===== src/rtl/assert_macros.svh =====
// Assertion helpers used by uuid_text_parser_core.
`ifndef ASSERT_MACROS_SVH
`define ASSERT_MACROS_SVH

// Same-cycle implication, checked on every rising edge outside reset.
`define ASSERT_IMPL(label, clk, rst_n, ante, cons) \
	label: assert property (@(posedge clk) disable iff (!(rst_n)) (ante) |-> (cons)) \
		else $error("assertion failed");

// Next-cycle implication, checked on every rising edge outside reset.
`define ASSERT_NEXT(label, clk, rst_n, ante, cons) \
	label: assert property (@(posedge clk) disable iff (!(rst_n)) (ante) |=> (cons)) \
		else $error("assertion failed");

`endif


===== src/rtl/utp_pkg.sv =====
package utp_pkg;

	localparam int unsigned NUM_BYTES = 16;
	localparam int unsigned CNT_W     = 5;
	localparam int unsigned IDX_W     = 4;

	localparam logic [7:0] CH_OPEN   = 8'h7B;
	localparam logic [7:0] CH_CLOSE  = 8'h7D;
	localparam logic [7:0] CH_HYPHEN = 8'h2D;

	localparam logic [CNT_W-1:0] BYTES_FULL = CNT_W'(NUM_BYTES);

	// Classification of one input character.
	typedef struct packed {
		logic       is_hex;
		logic       is_hyphen;
		logic       is_open;
		logic       is_close;
		logic [3:0] nibble;
	} char_class_t;

endpackage


===== src/rtl/uuid_text_parser_core.sv =====
// Channel  Dir  tdata bits                                   side bits
// s_       in   [7:0] character                              tlast = last
// m_       out  [63:0] uuid_high, [127:64] uuid_low          tuser = ok
//
// One character per cycle while no final character waits on a stalled
// result. A character is registered in stage 1; the parse state and the
// byte store update from it as it leaves stage 1, and a final character
// also loads the result register as it leaves. Reset clears the parse state
// and all valid flags; the byte store has no reset. A stalled result holds
// only a final character in stage 1; other characters keep flowing.
module uuid_text_parser_core (
	input  logic         clk,
	input  logic         arst_n,
	input  logic         s_tvalid,
	output logic         s_tready,
	input  logic [7:0]   s_tdata,   // [7:0] character
	input  logic         s_tlast,
	output logic         m_tvalid,
	input  logic         m_tready,
	output logic [127:0] m_tdata,   // [63:0] uuid_high, [127:64] uuid_low
	output logic         m_tuser    // [0] ok
);

`include "assert_macros.svh"

	// Stage 1: registered input transfer
	logic       valid_s1;
	logic [7:0] char_s1;
	logic       last_s1;
	logic       go_s1;

	// Parse state
	logic                     at_start_q;
	logic                     brace_q;
	logic                     half_q;
	logic [3:0]               high_q;
	logic [utp_pkg::CNT_W-1:0] count_q;
	logic                     failed_q;
	logic [7:0]               bytes_q [utp_pkg::NUM_BYTES];

	utp_pkg::char_class_t cls;

	// Next state
	logic                     at_start_d;
	logic                     brace_d;
	logic                     half_d;
	logic [3:0]               high_d;
	logic [utp_pkg::CNT_W-1:0] count_d;
	logic                     failed_d;
	logic                     take;
	logic                     wr;
	logic                     good;
	logic [7:0]               wr_byte;
	logic [7:0]               bytes_d [utp_pkg::NUM_BYTES];
	logic [63:0]              hi_d;
	logic [63:0]              lo_d;

	// Advance stage 1 unless a final character waits on a full result slot.
	assign go_s1    = valid_s1 && (!last_s1 || !m_tvalid || m_tready);
	assign s_tready = !valid_s1 || go_s1;

	always_ff @(posedge clk or negedge arst_n) begin
		if (!arst_n) begin
			valid_s1 <= 1'b0;
		end else if (s_tready) begin
			valid_s1 <= s_tvalid;
		end
	end

	always_ff @(posedge clk) begin
		if (s_tready && s_tvalid) begin
			char_s1 <= s_tdata;
			last_s1 <= s_tlast;
		end
	end

	utp_char_class u_class (
		.character(char_s1),
		.cls      (cls)
	);

	assign wr_byte = {high_q, cls.nibble};

	always_comb begin
		at_start_d = at_start_q;
		brace_d    = brace_q;
		half_d     = half_q;
		high_d     = high_q;
		count_d    = count_q;
		failed_d   = failed_q;
		take       = 1'b0;
		wr         = 1'b0;

		if (at_start_q) begin
			at_start_d = 1'b0;
			// hold back a leading brace until the final character shows
			if (cls.is_open && !last_s1) begin
				brace_d = 1'b1;
			end else begin
				take = 1'b1;
			end
		end else if (last_s1 && brace_q && cls.is_close) begin
			// matching close brace: drop it
			take = 1'b0;
		end else begin
			if (brace_q && last_s1) begin
				failed_d = 1'b1;
			end
			take = 1'b1;
		end

		if (take && !failed_d && !cls.is_hyphen) begin
			if (!cls.is_hex) begin
				failed_d = 1'b1;
			end else if (half_q) begin
				if (count_q[utp_pkg::CNT_W-1]) begin
					// a seventeenth byte
					failed_d = 1'b1;
				end else begin
					wr      = 1'b1;
					count_d = count_q + 1'b1;
					half_d  = 1'b0;
				end
			end else begin
				high_d = cls.nibble;
				half_d = 1'b1;
			end
		end

		good = !failed_d && (count_d == utp_pkg::BYTES_FULL) && !half_d;

		if (last_s1) begin
			at_start_d = 1'b1;
			brace_d    = 1'b0;
			half_d     = 1'b0;
			high_d     = '0;
			count_d    = '0;
			failed_d   = 1'b0;
		end
	end

	// Byte store as seen after this cycle's write, for the result.
	always_comb begin
		for (int i = 0; i < utp_pkg::NUM_BYTES; i++) begin
			bytes_d[i] = bytes_q[i];
		end
		if (wr) begin
			bytes_d[count_q[utp_pkg::IDX_W-1:0]] = wr_byte;
		end
		for (int i = 0; i < 8; i++) begin
			hi_d[63-8*i -: 8] = bytes_d[i];
			lo_d[63-8*i -: 8] = bytes_d[i+8];
		end
	end

	always_ff @(posedge clk or negedge arst_n) begin
		if (!arst_n) begin
			at_start_q <= 1'b1;
			brace_q    <= 1'b0;
			half_q     <= 1'b0;
			high_q     <= '0;
			count_q    <= '0;
			failed_q   <= 1'b0;
		end else if (go_s1) begin
			at_start_q <= at_start_d;
			brace_q    <= brace_d;
			half_q     <= half_d;
			high_q     <= high_d;
			count_q    <= count_d;
			failed_q   <= failed_d;
		end
	end

	always_ff @(posedge clk) begin
		if (go_s1 && wr) begin
			bytes_q[count_q[utp_pkg::IDX_W-1:0]] <= wr_byte;
		end
	end

	// Result register: load on a final character, clear the flag once taken.
	always_ff @(posedge clk or negedge arst_n) begin
		if (!arst_n) begin
			m_tvalid <= 1'b0;
		end else if (go_s1 && last_s1) begin
			m_tvalid <= 1'b1;
		end else if (m_tready) begin
			m_tvalid <= 1'b0;
		end
	end

	always_ff @(posedge clk) begin
		if (go_s1 && last_s1) begin
			m_tdata <= good ? {lo_d, hi_d} : '0;
			m_tuser <= good;
		end
	end

	`ASSERT_NEXT(a_result_loaded, clk, arst_n, go_s1 && last_s1, m_tvalid)
	`ASSERT_IMPL(a_fail_is_zero, clk, arst_n, m_tvalid && !m_tuser, m_tdata == '0)
	`ASSERT_IMPL(a_start_clean, clk, arst_n, at_start_q,
		(count_q == '0) && !half_q && !failed_q && !brace_q)
	`ASSERT_IMPL(a_count_bound, clk, arst_n, count_q[utp_pkg::CNT_W-1],
		count_q == utp_pkg::BYTES_FULL)

endmodule


===== src/rtl/utp_char_class.sv =====
module utp_char_class (
	input  logic [7:0]          character,
	output utp_pkg::char_class_t cls
);

	always_comb begin
		cls           = '0;
		cls.is_hyphen = (character == utp_pkg::CH_HYPHEN);
		cls.is_open   = (character == utp_pkg::CH_OPEN);
		cls.is_close  = (character == utp_pkg::CH_CLOSE);
		if (character inside {[8'h30:8'h39]}) begin
			cls.is_hex = 1'b1;
			cls.nibble = character[3:0];
		end else if (character inside {[8'h41:8'h46], [8'h61:8'h66]}) begin
			// letters A to F and a to f: low bits run 1..6, value runs 10..15
			cls.is_hex = 1'b1;
			cls.nibble = character[3:0] + 4'd9;
		end
	end

endmodule

===== config.mk =====
export PLATFORM = sky130hd
export DESIGN_NAME = uuid_text_parser_core
export DESIGN_NICKNAME = d
export VERILOG_FILES = /design/src/rtl/utp_pkg.sv /design/src/rtl/uuid_text_parser_core.sv /design/src/rtl/utp_char_class.sv
export VERILOG_INCLUDE_DIRS = /design/src /design/src/rtl
export SDC_FILE = /design/constraint.sdc
export NUM_CORES = 1
export LEC_CHECK = 0
export BUFFER_PORTS_ARGS = -buffer_cell sky130_fd_sc_hd__buf_2
export CAP_MARGIN = 20
export CORE_AREA = 4 4 180 139
export DETAILED_ROUTE_END_ITERATION = 10
export DIE_AREA = 0 0 184 143
export HOLD_SLACK_MARGIN = 0.1
export PLACE_DENSITY = 0.75
export SLEW_MARGIN = 15
export SYNTH_ARGS = -nofsm -noshare
export SYNTH_HDL_FRONTEND = slang
export SYNTH_HIERARCHICAL = 1
export SYNTH_SLANG_ARGS = --single-unit
export TNS_END_PERCENT = 5

===== constraint.sdc =====
create_clock -name clk -period 6.3 [get_ports clk]
set_input_delay 1.89 -clock clk [delete_from_list [all_inputs] [get_ports clk]]
set_output_delay 1.89 -clock clk [all_outputs]
set_load 0.02 [all_outputs]

==> results.json <==
{
  "grt_max_degree": 81,
  "drt-total-wl_mm": 26.8,
  "synth_edf_count": 266,
  "clkTransAtPathRegs_ns": 0.06,
  "synth_area_leader_cell": "edfxtp_1",
  "p_comb_frac": 0.056,
  "initialDrtViolationCount": 681,
  "clock_power_share": 0.409,
  "async_reset_ff_frac": 0.0534,
  "syn_avg_cell_area_um2": 16.2,
  "portBuffers": 143,
  "pwr-share-seq": 0.534,
  "placed_area_um2": 13500,
  "start_util": 0.539,
  "max_clock_freq_mhz": 204,
  "io_pins": 144,
  "track_usage": 0.203,
  "h-tree-depth": 1,
  "ys_top_cells_by_area": "edfxtp_1, nor4_2, mux2i_1, dfrtp_1, buf_6",
  "grt_first_pass_wirelength_mm": 42.2,
  "fp.dieW_um": 184,
  "crit_buf_inv": 2,
  "slew_violations": 0,
  "cts_buffer_depth": 3,
  "wl_per_cell_um": 21.7,
  "fillers": 1738,
  "final_area_um2": 14500,
  "outcome": "finished clean",
  "p_leak_nw": 4.94,
  "ctsResizeCount": 0,
  "dieArea_um2": 26300,
  "switching_share": 0.223,
  "antenna_found_initial": 0,
  "grt_overflow": 0,
  "path_delay_family": "simple AND/OR/NAND/NOR gates",
  "drc_errors": 0,
  "setup_viol": 0,
  "dpl.hpwl_mm": 16.2,
  "worstPathArrival_ns": 5.20,
  "antenna_cells": 0,
  "p_switching_mw": 0.891,
  "synth_cells": 780,
  "cts_tree": "built",
  "gp_congestion": 0.806,
  "critical_path_class": "reg -> reg",
  "core_um2": 23400,
  "cap_violations": 0,
  "intPower_mw": 3.11,
  "yosysTopAreaCellShare": 0.633,
  "grt_pass1_vias": 7085,
  "finalHoldViolCount": 0,
  "cts_setup_buffers": 0,
  "ys_seq_elements": 281,
  "critPathLaunchType": "flip-flop",
  "hold_path.class": "reg -> reg",
  "hold_buffers": 0,
  "clock_sinks": 281,
  "vias": 7202,
  "synth_flop_cell": "edfxtp_1",
  "vias_per_cell": 5.84,
  "endpoint_kind": "flip-flop",
  "worstMarginPinSlew_ns": 1.02,
  "post_synth_num_cell_types": 53,
  "cp_cell_sequence": "or4b_4 > a311o_1 > nand2b_1 > and4bb_1 > or4b_1 > buf_16 > o21ai_2 > nand4_4 > buf_12 > nor4_1",
  "cts_buffers": 28,
  "rows": 49,
  "drtAntennaViolNets": 0,
  "power.total_mw": 4.00,
  "area_delta_synth_final_pct": 14.9,
  "yosysWarnings": 6,
  "synthesis.nets": 800,
  "maxSlewHeadroom": 0.318,
  "insertion_delay_ns": 0.54,
  "power_density_nw_per_um2": 276,
  "dr.pass1.iters": 5,
  "setup-tns-final_ns": 0,
  "fin_crit_sh": 0.779,
  "drive_above_1_share": 0.367,
  "die_h_um": 143,
  "yosysSeqAreaShare": 0.662,
  "critPathMaxFanout": 59,
  "critPathMaxStageDelay_ns": 0.70,
  "cpMaxStageDelayCell": "or4b_1",
  "cp.required_ns": 6.59,
  "fin_skew_ns": 0.0244,
  "rsz0062_at_grt": "no",
  "clockRootBuffer": "clkbuf_16",
  "vdd_ir_drop_max_v": 0.000200,
  "synth_area_um2": 12600,
  "fin_nets": 926,
  "fin_crit_ns": 4.91
}
[state kept, by name, indices dropped and copies added, names as in the netlist]
register and flops:
half_q 1, m_tuser 1, m_tdata 128, count_q 5, bytes_q 128, failed_q 1
char_s1 8, brace_q 1, at_start_q 1, valid_s1 1, m_tvalid 1, last_s1 1
high_q 4
[synthesized netlist by cell type, types with 8 or more instances]
cell type,n
o21ai_0,9
buf_6,13
edfxtp_1,266
buf_1,10
inv_1,10
and3_1,10
nor4_2,110
buf_2,14
nand3_1,10
and2_1,8
nor2_1,9
clkbuf_1,38
dfrtp_1,14
mux2i_1,132
nor3_1,13
nor4_1,19
nand2_1,26
[final cells by class]
type	instances	area, µm²	area share
Clock inverter	18	158	0.0109
Timing Repair Buffer	171	951	0.0655
Tap cell	306	383	0.0264
Inverter	10	40.0	0.00276
Multi-Input combinational cell	414	3870	0.267
Sequential cell	281	8360	0.577
Clock buffer	34	744	0.0513
[placed cells by master (no fill, tap or decap), types with 3 or more instances in the layout]
cell	Yosys	routed
edfxtp_1	266	266
buf_2	14	150
mux2i_1	132	132
nor4_2	110	110
clkbuf_16	0	29
nand2_1	26	26
nor4_1	19	19
buf_4	0	17
dfrtp_1	14	14
nor3_1	13	12
nand3_1	10	10
and3_1	10	10
clkinv_1	0	10
inv_1	10	9
nor2_1	9	9
and2_1	8	8
o21ai_0	9	8
ha_1	7	7
nand2b_1	6	6
nor2b_1	5	5
clkbuf_1	38	5
a21oi_1	5	4
nand3b_1	3	3
o21ai_2	2	3
nor3_4	3	3
nor2_2	3	3
bufinv_16	0	3
clkinv_2	0	3
[kinds of logic (layout without fill, tap and decap cells)]
logic type / count (synthesis) / after routing / synth area share
adder cells (fa/ha/maj): 7 / 7 / 0.00694
flip-flops: 281 / 281 / 0.662
AO/OA/AOI/OAI: 31 / 31 / 0.0173
buffers and inverters: 85 / 233 / 0.0344
AND/OR/NAND/NOR: 244 / 244 / 0.174
multiplexers: 132 / 132 / 0.105
[power by group through the flow]
stage / Combinational (mW) / Sequential [mW] / Clock (mW)
4_1_cts: 0.227 / 2.14 / 1.66
6_report: 0.226 / 2.14 / 1.64
3_5_place_dp: 0.226 / 2.18 / 0
2_1_floorplan: 0.100 / 2.21 / 0
5_1_grt: 0.243 / 2.14 / 1.75
3_3_place_gp: 0.222 / 2.18 / 0
[routing by layer]
| metal | vias up | GRT usage | routed length, µm |
|---|---|---|---|
| met4 | 0 | 0.0412 | 393 |
| met5 | - | 0 | 0 |
| met2 | 248 | 0.298 | 11900 |
| met1 | 3603 | 0.324 | 12700 |
| li1 | 3320 | - | - |
| met3 | 31 | 0.0331 | 1740 |
[path summary, 6_finish.rpt]
path / from / end / slack, ns / cells past startpoint
setup / recovery: char_s1[4]$_DFFE_PP_ / m_tdata[18]$_SDFFCE_PN0P_ / 1.39 / 10
hold / removal: at_start_q$_DFFE_PN1P_ / at_start_q$_DFFE_PN1P_ / 0.49 / 2
setup reg to reg: char_s1[4]$_DFFE_PP_ / m_tdata[18]$_SDFFCE_PN0P_ / 1.39 / 10
hold reg to reg: at_start_q$_DFFE_PN1P_ / at_start_q$_DFFE_PN1P_ / 0.49 / 2
max in group asynchronous: arst_n / at_start_q$_DFFE_PN1P_ / 4.69 / 1
min in group asynchronous: arst_n / high_q[2]$_DFFE_PN0P_ / 1.28 / 1
[worst min-delay path, cell delays in order, from the launching register on]
cell and delay, ns:
dfstp_2 0.38, nand2_1 0.06, nand2_1 0.05
[metrics by stage]
step / utilization / hold slack (ns) / cells / worst slack, ns
2_1_floorplan: - / 0.453 / 780 / 0.812
3_3_place_gp: 0.578 / 0.469 / 1173 / 1.45
3_5_place_dp: 0.578 / 0.485 / 1176 / 1.29
4_1_cts: 0.617 / 0.496 / 1228 / 1.21
5_1_grt: 0.619 / 0.521 / 1234 / 1.15
6_report: 0.619 / 0.493 / 1234 / 1.39
(Power assumes the default switching activity.)
